**src/design/biquad_iir_filter_macros.svh**
```systemverilog
// Assertion macros for the files that check their own logic.
`ifndef BIQUAD_IIR_FILTER_MACROS_SVH
`define BIQUAD_IIR_FILTER_MACROS_SVH

// The consequent must hold in the same cycle as the antecedent.
`define BQF_ASSERT_SAME(label, clk, rst_n, ante, cons) \
    label: assert property (@(posedge clk) disable iff (!rst_n) (ante) |-> (cons)) \
        else $error("biquad assertion failed");

// The consequent must hold in the cycle after the antecedent.
`define BQF_ASSERT_NEXT(label, clk, rst_n, ante, cons) \
    label: assert property (@(posedge clk) disable iff (!rst_n) (ante) |=> (cons)) \
        else $error("biquad assertion failed");

`endif

```
**src/design/bqf_pkg.sv**
```systemverilog
`default_nettype none

package bqf_pkg;

    localparam int SAMPLE_WIDTH = 16;
    localparam int COEF_WIDTH   = 20;
    localparam int COEF_FRAC    = COEF_WIDTH - 2;
    localparam int DELAY_WIDTH  = 40;
    localparam int NUM_COEFS    = 5;
    localparam int PROD_WIDTH   = COEF_WIDTH + SAMPLE_WIDTH;
    localparam int ACC_WIDTH    =
        ((PROD_WIDTH > DELAY_WIDTH) ? PROD_WIDTH : DELAY_WIDTH) + 2;
    localparam int IDX_WIDTH    = $clog2(NUM_COEFS);

    // Register indexes of the configuration port.
    localparam logic [IDX_WIDTH-1:0] IDX_B0 = IDX_WIDTH'(0);
    localparam logic [IDX_WIDTH-1:0] IDX_B1 = IDX_WIDTH'(1);
    localparam logic [IDX_WIDTH-1:0] IDX_B2 = IDX_WIDTH'(2);
    localparam logic [IDX_WIDTH-1:0] IDX_A1 = IDX_WIDTH'(3);
    localparam logic [IDX_WIDTH-1:0] IDX_A2 = IDX_WIDTH'(4);

    // Unity gain in Q2.FRAC.
    localparam logic [COEF_WIDTH-1:0] COEF_ONE = COEF_WIDTH'(1) << COEF_FRAC;

    typedef enum logic [6:0] {
        ST_IDLE = 7'b0000001,
        ST_MB0  = 7'b0000010,
        ST_RND  = 7'b0000100,
        ST_MA1  = 7'b0001000,
        ST_MB2  = 7'b0010000,
        ST_MA2  = 7'b0100000,
        ST_FIN  = 7'b1000000
    } t_state;

endpackage

`default_nettype wire

```
**src/design/bqf_mul.sv**
```systemverilog
`default_nettype none

// Shared signed multiplier with a registered product.
module bqf_mul (
    input  wire logic                                     i_clk,
    input  wire logic                                     i_en,
    input  wire logic signed [bqf_pkg::COEF_WIDTH-1:0]   i_coef,
    input  wire logic signed [bqf_pkg::SAMPLE_WIDTH-1:0] i_smp,
    output logic signed      [bqf_pkg::PROD_WIDTH-1:0]   o_prod
);

    logic signed [bqf_pkg::PROD_WIDTH-1:0] r_prod;

    always_ff @(posedge i_clk) begin
        if (i_en) begin
            r_prod <= bqf_pkg::PROD_WIDTH'(i_coef) * bqf_pkg::PROD_WIDTH'(i_smp);
        end
    end

    assign o_prod = r_prod;

endmodule

`default_nettype wire

```
**src/design/biquad_iir_filter.sv**
```systemverilog
// Each sample passes through the states MB0, RND, MA1, MB2, MA2 and FIN before its result
// enters the output register; the single shared multiplier forms the five coefficient
// products one per cycle, and the next sample is taken in the last step, FIN.
// Reset (synchronous, active low) clears both delays, restores b0 to unity and the
// other coefficients to zero, and empties the output register.
`default_nettype none

module biquad_iir_filter (
    input  wire logic                                     i_clk,
    input  wire logic                                     i_rst_n,
    input  wire logic                                     i_cfg_we,
    input  wire logic [bqf_pkg::IDX_WIDTH-1:0]           i_cfg_idx,
    input  wire logic [bqf_pkg::COEF_WIDTH-1:0]          i_cfg_data,
    input  wire logic                                     i_valid,
    output logic                                          o_ready,
    input  wire logic signed [bqf_pkg::SAMPLE_WIDTH-1:0] i_sample_in,
    input  wire logic                                     i_restart,
    output logic                                          o_valid,
    input  wire logic                                     i_ready,
    output logic signed      [bqf_pkg::SAMPLE_WIDTH-1:0] o_sample_out,
    output logic                                          o_clipped
);

`include "biquad_iir_filter_macros.svh"

    localparam int SW  = bqf_pkg::SAMPLE_WIDTH;
    localparam int CW  = bqf_pkg::COEF_WIDTH;
    localparam int DW  = bqf_pkg::DELAY_WIDTH;
    localparam int AW  = bqf_pkg::ACC_WIDTH;
    localparam int PW  = bqf_pkg::PROD_WIDTH;
    localparam int FR  = bqf_pkg::COEF_FRAC;
    localparam int SHW = AW - FR;

    localparam logic signed [AW-1:0] ROUND_HALF = AW'(1) << (FR - 1);
    localparam logic signed [SW-1:0] SMP_MAX    = {1'b0, {(SW - 1){1'b1}}};
    localparam logic signed [SW-1:0] SMP_MIN    = {1'b1, {(SW - 1){1'b0}}};
    localparam logic signed [DW-1:0] DLY_MAX    = {1'b0, {(DW - 1){1'b1}}};
    localparam logic signed [DW-1:0] DLY_MIN    = {1'b1, {(DW - 1){1'b0}}};

    // Saturate a wide sum to the delay range.
    function automatic logic signed [DW-1:0] sat_delay(input logic signed [AW-1:0] v);
        logic [AW-DW:0] hi;
        hi = v[AW-1:DW-1];
        if ((&hi) || !(|hi)) begin
            return v[DW-1:0];
        end else if (v[AW-1]) begin
            return DLY_MIN;
        end else begin
            return DLY_MAX;
        end
    endfunction

    bqf_pkg::t_state r_state;

    logic signed [CW-1:0] r_b0, r_b1, r_b2, r_a1, r_a2;
    logic signed [DW-1:0] r_d1, r_d2;
    logic signed [SW-1:0] r_x, r_y;
    logic                 r_clip;
    logic signed [AW-1:0] r_acc;
    logic                 r_ovalid;
    logic signed [SW-1:0] r_osample;
    logic                 r_oclip;

    logic signed [CW-1:0]  w_coef;
    logic signed [SW-1:0]  w_smp;
    logic                  w_mul_en;
    logic signed [PW-1:0]  w_prod;
    logic                  w_out_free;
    logic                  w_accept;
    logic signed [AW-1:0]  w_sum;
    logic signed [SHW-1:0] w_shift;
    logic [SHW-SW:0]       w_hi;
    logic signed [SW-1:0]  w_y;
    logic                  w_clip;

    assign w_out_free = !r_ovalid || i_ready;
    assign o_ready    = (r_state == bqf_pkg::ST_IDLE)
                     || ((r_state == bqf_pkg::ST_FIN) && w_out_free);
    assign w_accept   = i_valid && o_ready;

    // Operand selection for the shared multiplier.
    always_comb begin
        w_mul_en = 1'b1;
        unique case (r_state)
            bqf_pkg::ST_MB0: begin w_coef = r_b0; w_smp = r_x; end
            bqf_pkg::ST_RND: begin w_coef = r_b1; w_smp = r_x; end
            bqf_pkg::ST_MA1: begin w_coef = r_a1; w_smp = r_y; end
            bqf_pkg::ST_MB2: begin w_coef = r_b2; w_smp = r_x; end
            bqf_pkg::ST_MA2: begin w_coef = r_a2; w_smp = r_y; end
            default: begin
                w_coef   = r_b0;
                w_smp    = r_x;
                w_mul_en = 1'b0;
            end
        endcase
    end

    bqf_mul u_mul (
        .i_clk  (i_clk),
        .i_en   (w_mul_en),
        .i_coef (w_coef),
        .i_smp  (w_smp),
        .o_prod (w_prod)
    );

    // Output sample: round half up, floor, then saturate.
    always_comb begin
        w_sum   = AW'(w_prod) + AW'(r_d1) + ROUND_HALF;
        w_shift = w_sum[AW-1:FR];
        w_hi    = w_shift[SHW-1:SW-1];
        if ((&w_hi) || !(|w_hi)) begin
            w_y    = w_shift[SW-1:0];
            w_clip = 1'b0;
        end else if (w_shift[SHW-1]) begin
            w_y    = SMP_MIN;
            w_clip = 1'b1;
        end else begin
            w_y    = SMP_MAX;
            w_clip = 1'b1;
        end
    end

    always_ff @(posedge i_clk) begin
        if (!i_rst_n) begin
            r_b0 <= bqf_pkg::COEF_ONE;
            r_b1 <= '0;
            r_b2 <= '0;
            r_a1 <= '0;
            r_a2 <= '0;
        end else if (i_cfg_we) begin
            unique case (i_cfg_idx)
                bqf_pkg::IDX_B0: r_b0 <= i_cfg_data;
                bqf_pkg::IDX_B1: r_b1 <= i_cfg_data;
                bqf_pkg::IDX_B2: r_b2 <= i_cfg_data;
                bqf_pkg::IDX_A1: r_a1 <= i_cfg_data;
                bqf_pkg::IDX_A2: r_a2 <= i_cfg_data;
                default: ;
            endcase
        end
    end

    always_ff @(posedge i_clk) begin
        if (!i_rst_n) begin
            r_state  <= bqf_pkg::ST_IDLE;
            r_d1     <= '0;
            r_d2     <= '0;
            r_ovalid <= 1'b0;
        end else begin
            // Loading a new result takes precedence over emptying the output register.
            if ((r_state == bqf_pkg::ST_FIN) && w_out_free) begin
                r_ovalid <= 1'b1;
            end else if (o_valid && i_ready) begin
                r_ovalid <= 1'b0;
            end
            unique case (r_state)
                bqf_pkg::ST_IDLE: begin
                    if (w_accept) begin
                        r_state <= bqf_pkg::ST_MB0;
                        if (i_restart) begin
                            r_d1 <= '0;
                            r_d2 <= '0;
                        end
                    end
                end
                bqf_pkg::ST_MB0: r_state <= bqf_pkg::ST_RND;
                bqf_pkg::ST_RND: begin
                    r_y     <= w_y;
                    r_clip  <= w_clip;
                    r_state <= bqf_pkg::ST_MA1;
                end
                bqf_pkg::ST_MA1: begin
                    r_acc   <= AW'(w_prod) + AW'(r_d2);
                    r_state <= bqf_pkg::ST_MB2;
                end
                bqf_pkg::ST_MB2: begin
                    r_d1    <= sat_delay(r_acc - AW'(w_prod));
                    r_state <= bqf_pkg::ST_MA2;
                end
                bqf_pkg::ST_MA2: begin
                    r_acc   <= AW'(w_prod);
                    r_state <= bqf_pkg::ST_FIN;
                end
                bqf_pkg::ST_FIN: begin
                    // Hold here until the output register can take the result.
                    if (w_out_free) begin
                        // A restart clears the delays before the next sample uses them.
                        if (w_accept && i_restart) begin
                            r_d1 <= '0;
                            r_d2 <= '0;
                        end else begin
                            r_d2 <= sat_delay(r_acc - AW'(w_prod));
                        end
                        r_osample <= r_y;
                        r_oclip   <= r_clip;
                        r_state   <= w_accept ? bqf_pkg::ST_MB0 : bqf_pkg::ST_IDLE;
                    end
                end
                default: r_state <= bqf_pkg::ST_IDLE;
            endcase
        end
    end

    always_ff @(posedge i_clk) begin
        if (w_accept) begin
            r_x <= i_sample_in;
        end
    end

    assign o_valid      = r_ovalid;
    assign o_sample_out = r_osample;
    assign o_clipped    = r_oclip;

    `BQF_ASSERT_NEXT(a_accept_starts, i_clk, i_rst_n, w_accept, r_state == bqf_pkg::ST_MB0)
    `BQF_ASSERT_NEXT(a_restart_clears, i_clk, i_rst_n, w_accept && i_restart,
                     (r_d1 == '0) && (r_d2 == '0))
    `BQF_ASSERT_NEXT(a_fin_loads_out, i_clk, i_rst_n,
                     (r_state == bqf_pkg::ST_FIN) && w_out_free, o_valid)
    `BQF_ASSERT_SAME(a_clip_at_rail, i_clk, i_rst_n, o_valid && o_clipped,
                     (o_sample_out == SMP_MAX) || (o_sample_out == SMP_MIN))

endmodule

`default_nettype wire
```
**config.mk**
```make
export PLATFORM = sky130hd
export DESIGN_NAME = biquad_iir_filter
export DESIGN_NICKNAME = d
export VERILOG_FILES = /design/src/design/bqf_pkg.sv /design/src/design/bqf_mul.sv /design/src/design/biquad_iir_filter.sv
export VERILOG_INCLUDE_DIRS = /design/src /design/src/design
export SDC_FILE = /design/constraint.sdc
export NUM_CORES = 2
export LEC_CHECK = 0
export BUFFER_PORTS_ARGS = -buffer_cell sky130_fd_sc_hd__buf_2
export CORE_UTILIZATION = 25
export CTS_CLUSTER_SIZE = 24
export DETAILED_ROUTE_END_ITERATION = 6
export SYNTH_ARGS = -nofsm -noshare
export SYNTH_HDL_FRONTEND = slang
export SYNTH_HIERARCHICAL = 1
export SYNTH_SLANG_ARGS = --single-unit
```
**constraint.sdc**
```tcl
create_clock -name i_clk -period 9.55 [get_ports i_clk]
set_input_delay 0 -clock i_clk [delete_from_list [all_inputs] [get_ports i_clk]]
set_output_delay 0 -clock i_clk [all_outputs]
set_load 0.02 [all_outputs]
```
**After elaboration in Yosys (flattened, before gate mapping)**

Index checks and enable logic that the tools add are counted.

- Bits in registers: 316
- Latch bits: 0
- Bits in writable memories: 0
- Bits in read-only memories: 0
- Output and inout port bits: 19
- Logic and storage cells: 92
- Memories: 0

- $add $sub $neg: 4
- $mul: 1
- Div/mod/pow operators: 0
- Magnitude comparators: 0
- Eq/ne operators: 15
- Shifts and indexed selects: 0
- Mux-type cells: 23
- Bitwise operators: 0
- Reduce and logical (&&, ||, !) cells: 33

Operators with widths:

| operator | count |
|---|---|
| $mux 40 | 8 |
| $pmux 40 s3 | 1 |
| $pmux 42 s2 | 1 |
| $add 36x40->41 | 2 |
| $pmux 20 s4 | 1 |
| $pmux 40 s2 | 1 |
| $pmux 7 s7 | 1 |
| $mux 16 | 3 |
| $add 41x19->42 const B | 1 |
| $sub 42x36->42 | 1 |
| $mul 20x16->36 | 1 |
| $reduce_and 2->1 | 8 |
| $mux 7 | 2 |
| $reduce_and 9->1 | 1 |
| $reduce_or 9->1 | 1 |
| $eq 7x1->1 const B | 1 |
| $eq 7x2->1 const B | 1 |
| $eq 7x3->1 const B | 1 |
| $eq 7x4->1 const B | 1 |
| $eq 7x5->1 const B | 1 |
| $eq 7x6->1 const B | 1 |
| $eq 7x7->1 const B | 1 |
| $eq 3x2->1 const B | 2 |
| $ne 2x2->1 const B | 3 |
| 17 further kinds | 31 |

**Depth between registers and ports, before layout**

- Depth in word-level cells: 9
- Gate-level depth with buffers: 32
- Mapped depth without buffers: 28

**Hierarchy**

The synthesis kept the hierarchy.

Modules (own cells, without submodules):

| module | times used | cells an instance | area an instance (um^2) | sequential area each (um^2) |
|---|---|---|---|---|
| biquad_iir_filter | 1 | 2,023 | 17,424.2 | 6,496.2 |
| bqf_mul | 1 | 1,356 | 12,889.9 | 1,081.0 |

**Worst setup path after synthesis**

OpenSTA, ideal clock, no wires.

- Path kind: register to register
- Start point: register r_state[0]
- End point: register u_mul.r_prod, in the netlist u_mul/o_prod[31], data pin
- Arrival time: 7.944 ns
- Required time: 9.388 ns
- Slack: 1.444 ns
- Cell stages (with the launch flop): 29
- Buffers on the path: 3
- Path through: dfxtp_1 > or3_1 > or3_1 > nor3b_1 > inv_1 > nand2_1 > or3_1 > clkbuf_1 > buf_1 > nor2_1 > a31oi_1 > clkbuf_1 > nand2_1 > inv_1 > fa_1 > fa_1 > fa_1 > fa_1 > fa_1 > inv_1 > fa_1 > inv_1 > ha_1 > nand2_1 > nor3_1 > o311ai_1 > a31o_1 > or4b_1 > o2111ai_1

RTL lines:

| item | line | RTL |
|---|---|---|
| start: declaration | biquad_iir_filter.sv:53 | `bqf_pkg::t_state r_state;` |
| start signal: assignment | biquad_iir_filter.sv:144 | `r_state <= bqf_pkg::ST_IDLE;` |
| start signal: assignment | biquad_iir_filter.sv:158 | `r_state <= bqf_pkg::ST_MB0;` |
| start signal: assignment | biquad_iir_filter.sv:165 | `bqf_pkg::ST_MB0: r_state <= bqf_pkg::ST_RND;` |
| $eq 7x6->1, or another cell as far along | biquad_iir_filter.sv:84 | `unique case (r_state)` |
| $pmux 20 s4 * | biquad_iir_filter.sv:84 |  |
| net w_coef[19] | biquad_iir_filter.sv:64 | `logic signed [CW-1:0] w_coef;` |
| $mul 20x16->36 * | bqf_mul.sv:16 | `r_prod <= bqf_pkg::PROD_WIDTH'(i_coef) * bqf_pkg::PROD_WIDTH'(i_smp);` |
| end signal: assignment | bqf_mul.sv:16 |  |
| end: declaration | bqf_mul.sv:12 | `logic signed [bqf_pkg::PROD_WIDTH-1:0] r_prod;` |

The timed path passes the listed nets; every way through them passes the cells marked *.
A chain may end at the register's enable or synchronous reset.

**Worst setup path in the final report**

Same ends and word-level chain as after synthesis.

==> results.sh <==
export IMPL_outcome="finished clean"
export IMPL_min_path_type="input pin to register"
export IMPL_hold_path_depth=6
export IMPL_fin_crit_sh_pct=89.1
export IMPL_p_total_mw=4.26
export IMPL_die_area_sq_um=123000
export IMPL_postPlaceCellArea_sq_um=32400
export IMPL_design_core_area_sq_um=120000
export IMPL_synthFlopType="dfxtp_1"
export IMPL_synth_fp_nets=3993
export IMPL_syn_area_sq_um=30300
export IMPL_synth_seq_cells=315
export IMPL_htreeDepth=2
export IMPL_rrSetupSlack_ns=1.04
export IMPL_worstReg2RegStart="r_state[0]$_SDFFE_PN1P_"
export IMPL_crit_top_cell="fa_1"
export IMPL_antenna_left=0
export IMPL_seq_area_frac_synth_pct=25.0
export IMPL_rows=127
export IMPL_grt_max_degree=113
export IMPL_p_leak_nw=14.9
export IMPL_numCtsBuffers=37
export IMPL_synth_edf_count=127
export IMPL_track_usage_pct=13.4
export IMPL_num_antenna_cells=0
export IMPL_globalplace_congestion=0.883
export IMPL_yosys_area_top_type="fa_1"
export IMPL_antenna_found_initial=2
export IMPL_rsz0062_at_grt="false"
export IMPL_synth_top_area_share_pct=21.1
export IMPL_regArea_sq_um=7580
export IMPL_timing_fmax_mhz=117
export IMPL_start_util_pct=25.2
export IMPL_avgViaCountPerCell=4.59
export IMPL_start_kind="register"
export IMPL_synth_async_sr_flop_share_pct=0
export IMPL_cts_sinks=315
export IMPL_syn2layout_area_growth_pct=12.1
export IMPL_synthTopCellsByCount="nand2_1 (542), inv_1 (426), fa_1 (320)"
export IMPL_critPathKind="register to register"
export IMPL_clockRootBuffer="clkbuf_16"
export IMPL_synth_warnings=6
export IMPL_wl_per_cell_um=16.1
export IMPL_syn_inst=3379
export IMPL_finalSetupTns_ns=0
export IMPL_io_pin_count=64
export IMPL_synth_avg_cell_area_sq_um=8.97
export IMPL_drcViolationCount=0
export IMPL_grt_pass1_wl_mm=130
export IMPL_peakVddDrop_mv=0.105
export IMPL_maxSlewViolCount=0
export IMPL_finalSetupViolations=0
export IMPL_critPathMaxFanout=19
export IMPL_cts_repair_resized=0
export IMPL_reg2reg_depth=29
export IMPL_finalWirelength_mm=81.5
export IMPL_min_from="i_cfg_idx[0]"
export IMPL_cts_tree="yes"
export IMPL_ys_types=93
export IMPL_synthTopCellsByArea="fa_1 (21%), edfxtp_1 (13%), dfxtp_1 (12%)"
export IMPL_hpwl_mm=63.2
export IMPL_die_w_um=350
export IMPL_slew_headroom_pct=11.1
export IMPL_vias=23200
export IMPL_clockBufferDepth=3
export IMPL_end_kind="register"
export IMPL_finish_instance_area_sq_um=34000
export IMPL_maxCapViolCount=0
export IMPL_min_to="r_b1[12]$_SDFFE_PN0P_"
export IMPL_final_core_util_pct=28.3
export IMPL_fin_nets=4030
export IMPL_tightest_slew_ns=1.33
export IMPL_required_ns=9.96
export IMPL_io_buffers=63
export IMPL_nFillCells=12900
export IMPL_slowest_stage="fa_1"
export IMPL_rr_endpoint="u_mul/o_prod[31]$_DFFE_PP_"
export IMPL_finClkSkew_ns=0.0195
export IMPL_grt_pass1_vias=23400
export IMPL_worstPathArrival_ns=8.92
export IMPL_drive_gt1_share_pct=6.07
export IMPL_grt_ovfl_total=0
export IMPL_drt_first_pass_iters=5
export IMPL_critical_path_max_stage_delay_ns=0.55
export IMPL_multi_input_area_sq_um=20600
export IMPL_cts_clk_slew_worst_paths_ns=0.06
export IMPL_drt_initial_drc_count=1574
export IMPL_clkLatencyLatePin_ns=0.57
export IMPL_die_h_um=350
export IMPL_yosysMostFrequentCell="nand2_1"
export IMPL_min_period_ns=8.51
export IMPL_finalHoldViolations=0
export IMPL_power_density_nw_per_um2=125
timing repair:
item                                    4_1_cts  5_1_grt
endpoints found under the setup margin        0        0
hold buffers                                 41        0
setup buffers                                 0        0
hold endpoints to repair                    121        0
registers in the layout, indices dropped and copies added (netlist names):
| signal | cells |
|---|---|
| o_clipped | 1 |
| o_sample_out | 16 |
| o_valid | 1 |
| r_a1 | 20 |
| r_a2 | 20 |
| r_acc | 41 |
| r_b0 | 20 |
| r_b1 | 20 |
| r_b2 | 20 |
| r_clip | 1 |
| r_d1 | 40 |
| r_d2 | 40 |
| r_state | 7 |
| r_x | 16 |
| r_y | 16 |
| u_mul/o_prod | 36 |
cells by family (layout without fill, tap and decap cells):
logic type                 after synthesis  in the layout  synth area share [%]
adders and majority gates              569            569                  31.4
DFF                                    315            315                  25.0
and+or+nand+nor                       1061           1061                  16.4
muxes                                   19             19                 0.698
buffers and inverters                  571            637                  7.21
AOI/OAI and AO/OA                      727            727                  15.9
xor gates and xnor gates               117            117                  3.38
stage by stage:
stage | hold WS, ns | std cells | setup slack (ns)
4_1_cts | 0.0306 | 5057 | 1.05
2_1_floorplan | 0.0989 | 3379 | 1.44
5_1_grt | 0.117 | 5057 | 0.531
3_3_place_gp | 0.180 | 4948 | 1.18
3_5_place_dp | 0.178 | 4948 | 1.10
6_report | 0.0694 | 5057 | 1.04
worst max-delay path: cells and delay by family, from the launching register on:
| family | cells | cell delay (ns) |
|---|---|---|
| fa+ha+maj | 7 | 3.32 |
| simple gates | 10 | 2.29 |
| compound gates | 5 | 1.32 |
| buf+inv | 7 | 1.07 |
| flops | 1 | 0.34 |
layer usage:
layer | up-vias | share of wire, % | GRT usage (%)
li1 | 11300 | - | -
met1 | 11100 | 47 | 18.6
met2 | 687 | 43 | 20.5
met3 | 101 | 8.1 | 3.25
met4 | 0 | 2.3 | 3.37
met5 | - | 0 | 0
cell type report:
class	count	share of cell area [%]
repair buffers	142	2.98
clock inverters	22	0.560
well taps	1612	5.94
clock buffers	46	2.98
multi-input cells	2493	60.5
inverters	427	4.72
flip-flops and latches	315	22.3
cell usage in the layout, fill, tap and decap left out, types with 87 or more instances in the layout:
| master | count |
|---|---|
| ha_1 | 249 |
| xnor2_1 | 87 |
| edfxtp_1 | 127 |
| a21o_1 | 92 |
| inv_1 | 426 |
| nand2_1 | 542 |
| a21oi_1 | 128 |
| o21ai_0 | 127 |
| and2_1 | 160 |
| nor2_1 | 137 |
| a21boi_0 | 102 |
| dfxtp_1 | 188 |
| fa_1 | 320 |
power by group:
group / total, mW / switching, mW / internal, mW
Sequential: 1.49 / 0.0289 / 1.46
Clock: 1.42 / 0.603 / 0.815
Combinational: 1.35 / 0.805 / 0.541
Total: 4.26 / 1.44 / 2.82
how the worst max path moves through the flow:
stage | startpoint | endpoint | slack, ns | depth (start not counted)
after floorplan | r_state[0]$_SDFFE_PN1P_ | u_mul/o_prod[31]$_DFFE_PP_ | 1.44 | 28
after global placement | r_state[0]$_SDFFE_PN1P_ | u_mul/o_prod[31]$_DFFE_PP_ | 1.18 | 31
after detailed placement | r_state[0]$_SDFFE_PN1P_ | u_mul/o_prod[31]$_DFFE_PP_ | 1.10 | 31
after CTS | r_state[0]$_SDFFE_PN1P_ | u_mul/o_prod[31]$_DFFE_PP_ | 1.05 | 31
after global routing | r_state[0]$_SDFFE_PN1P_ | u_mul/o_prod[33]$_DFFE_PP_ | 0.53 | 29
final | r_state[0]$_SDFFE_PN1P_ | u_mul/o_prod[31]$_DFFE_PP_ | 1.04 | 29
(Power assumes the default switching activity.)
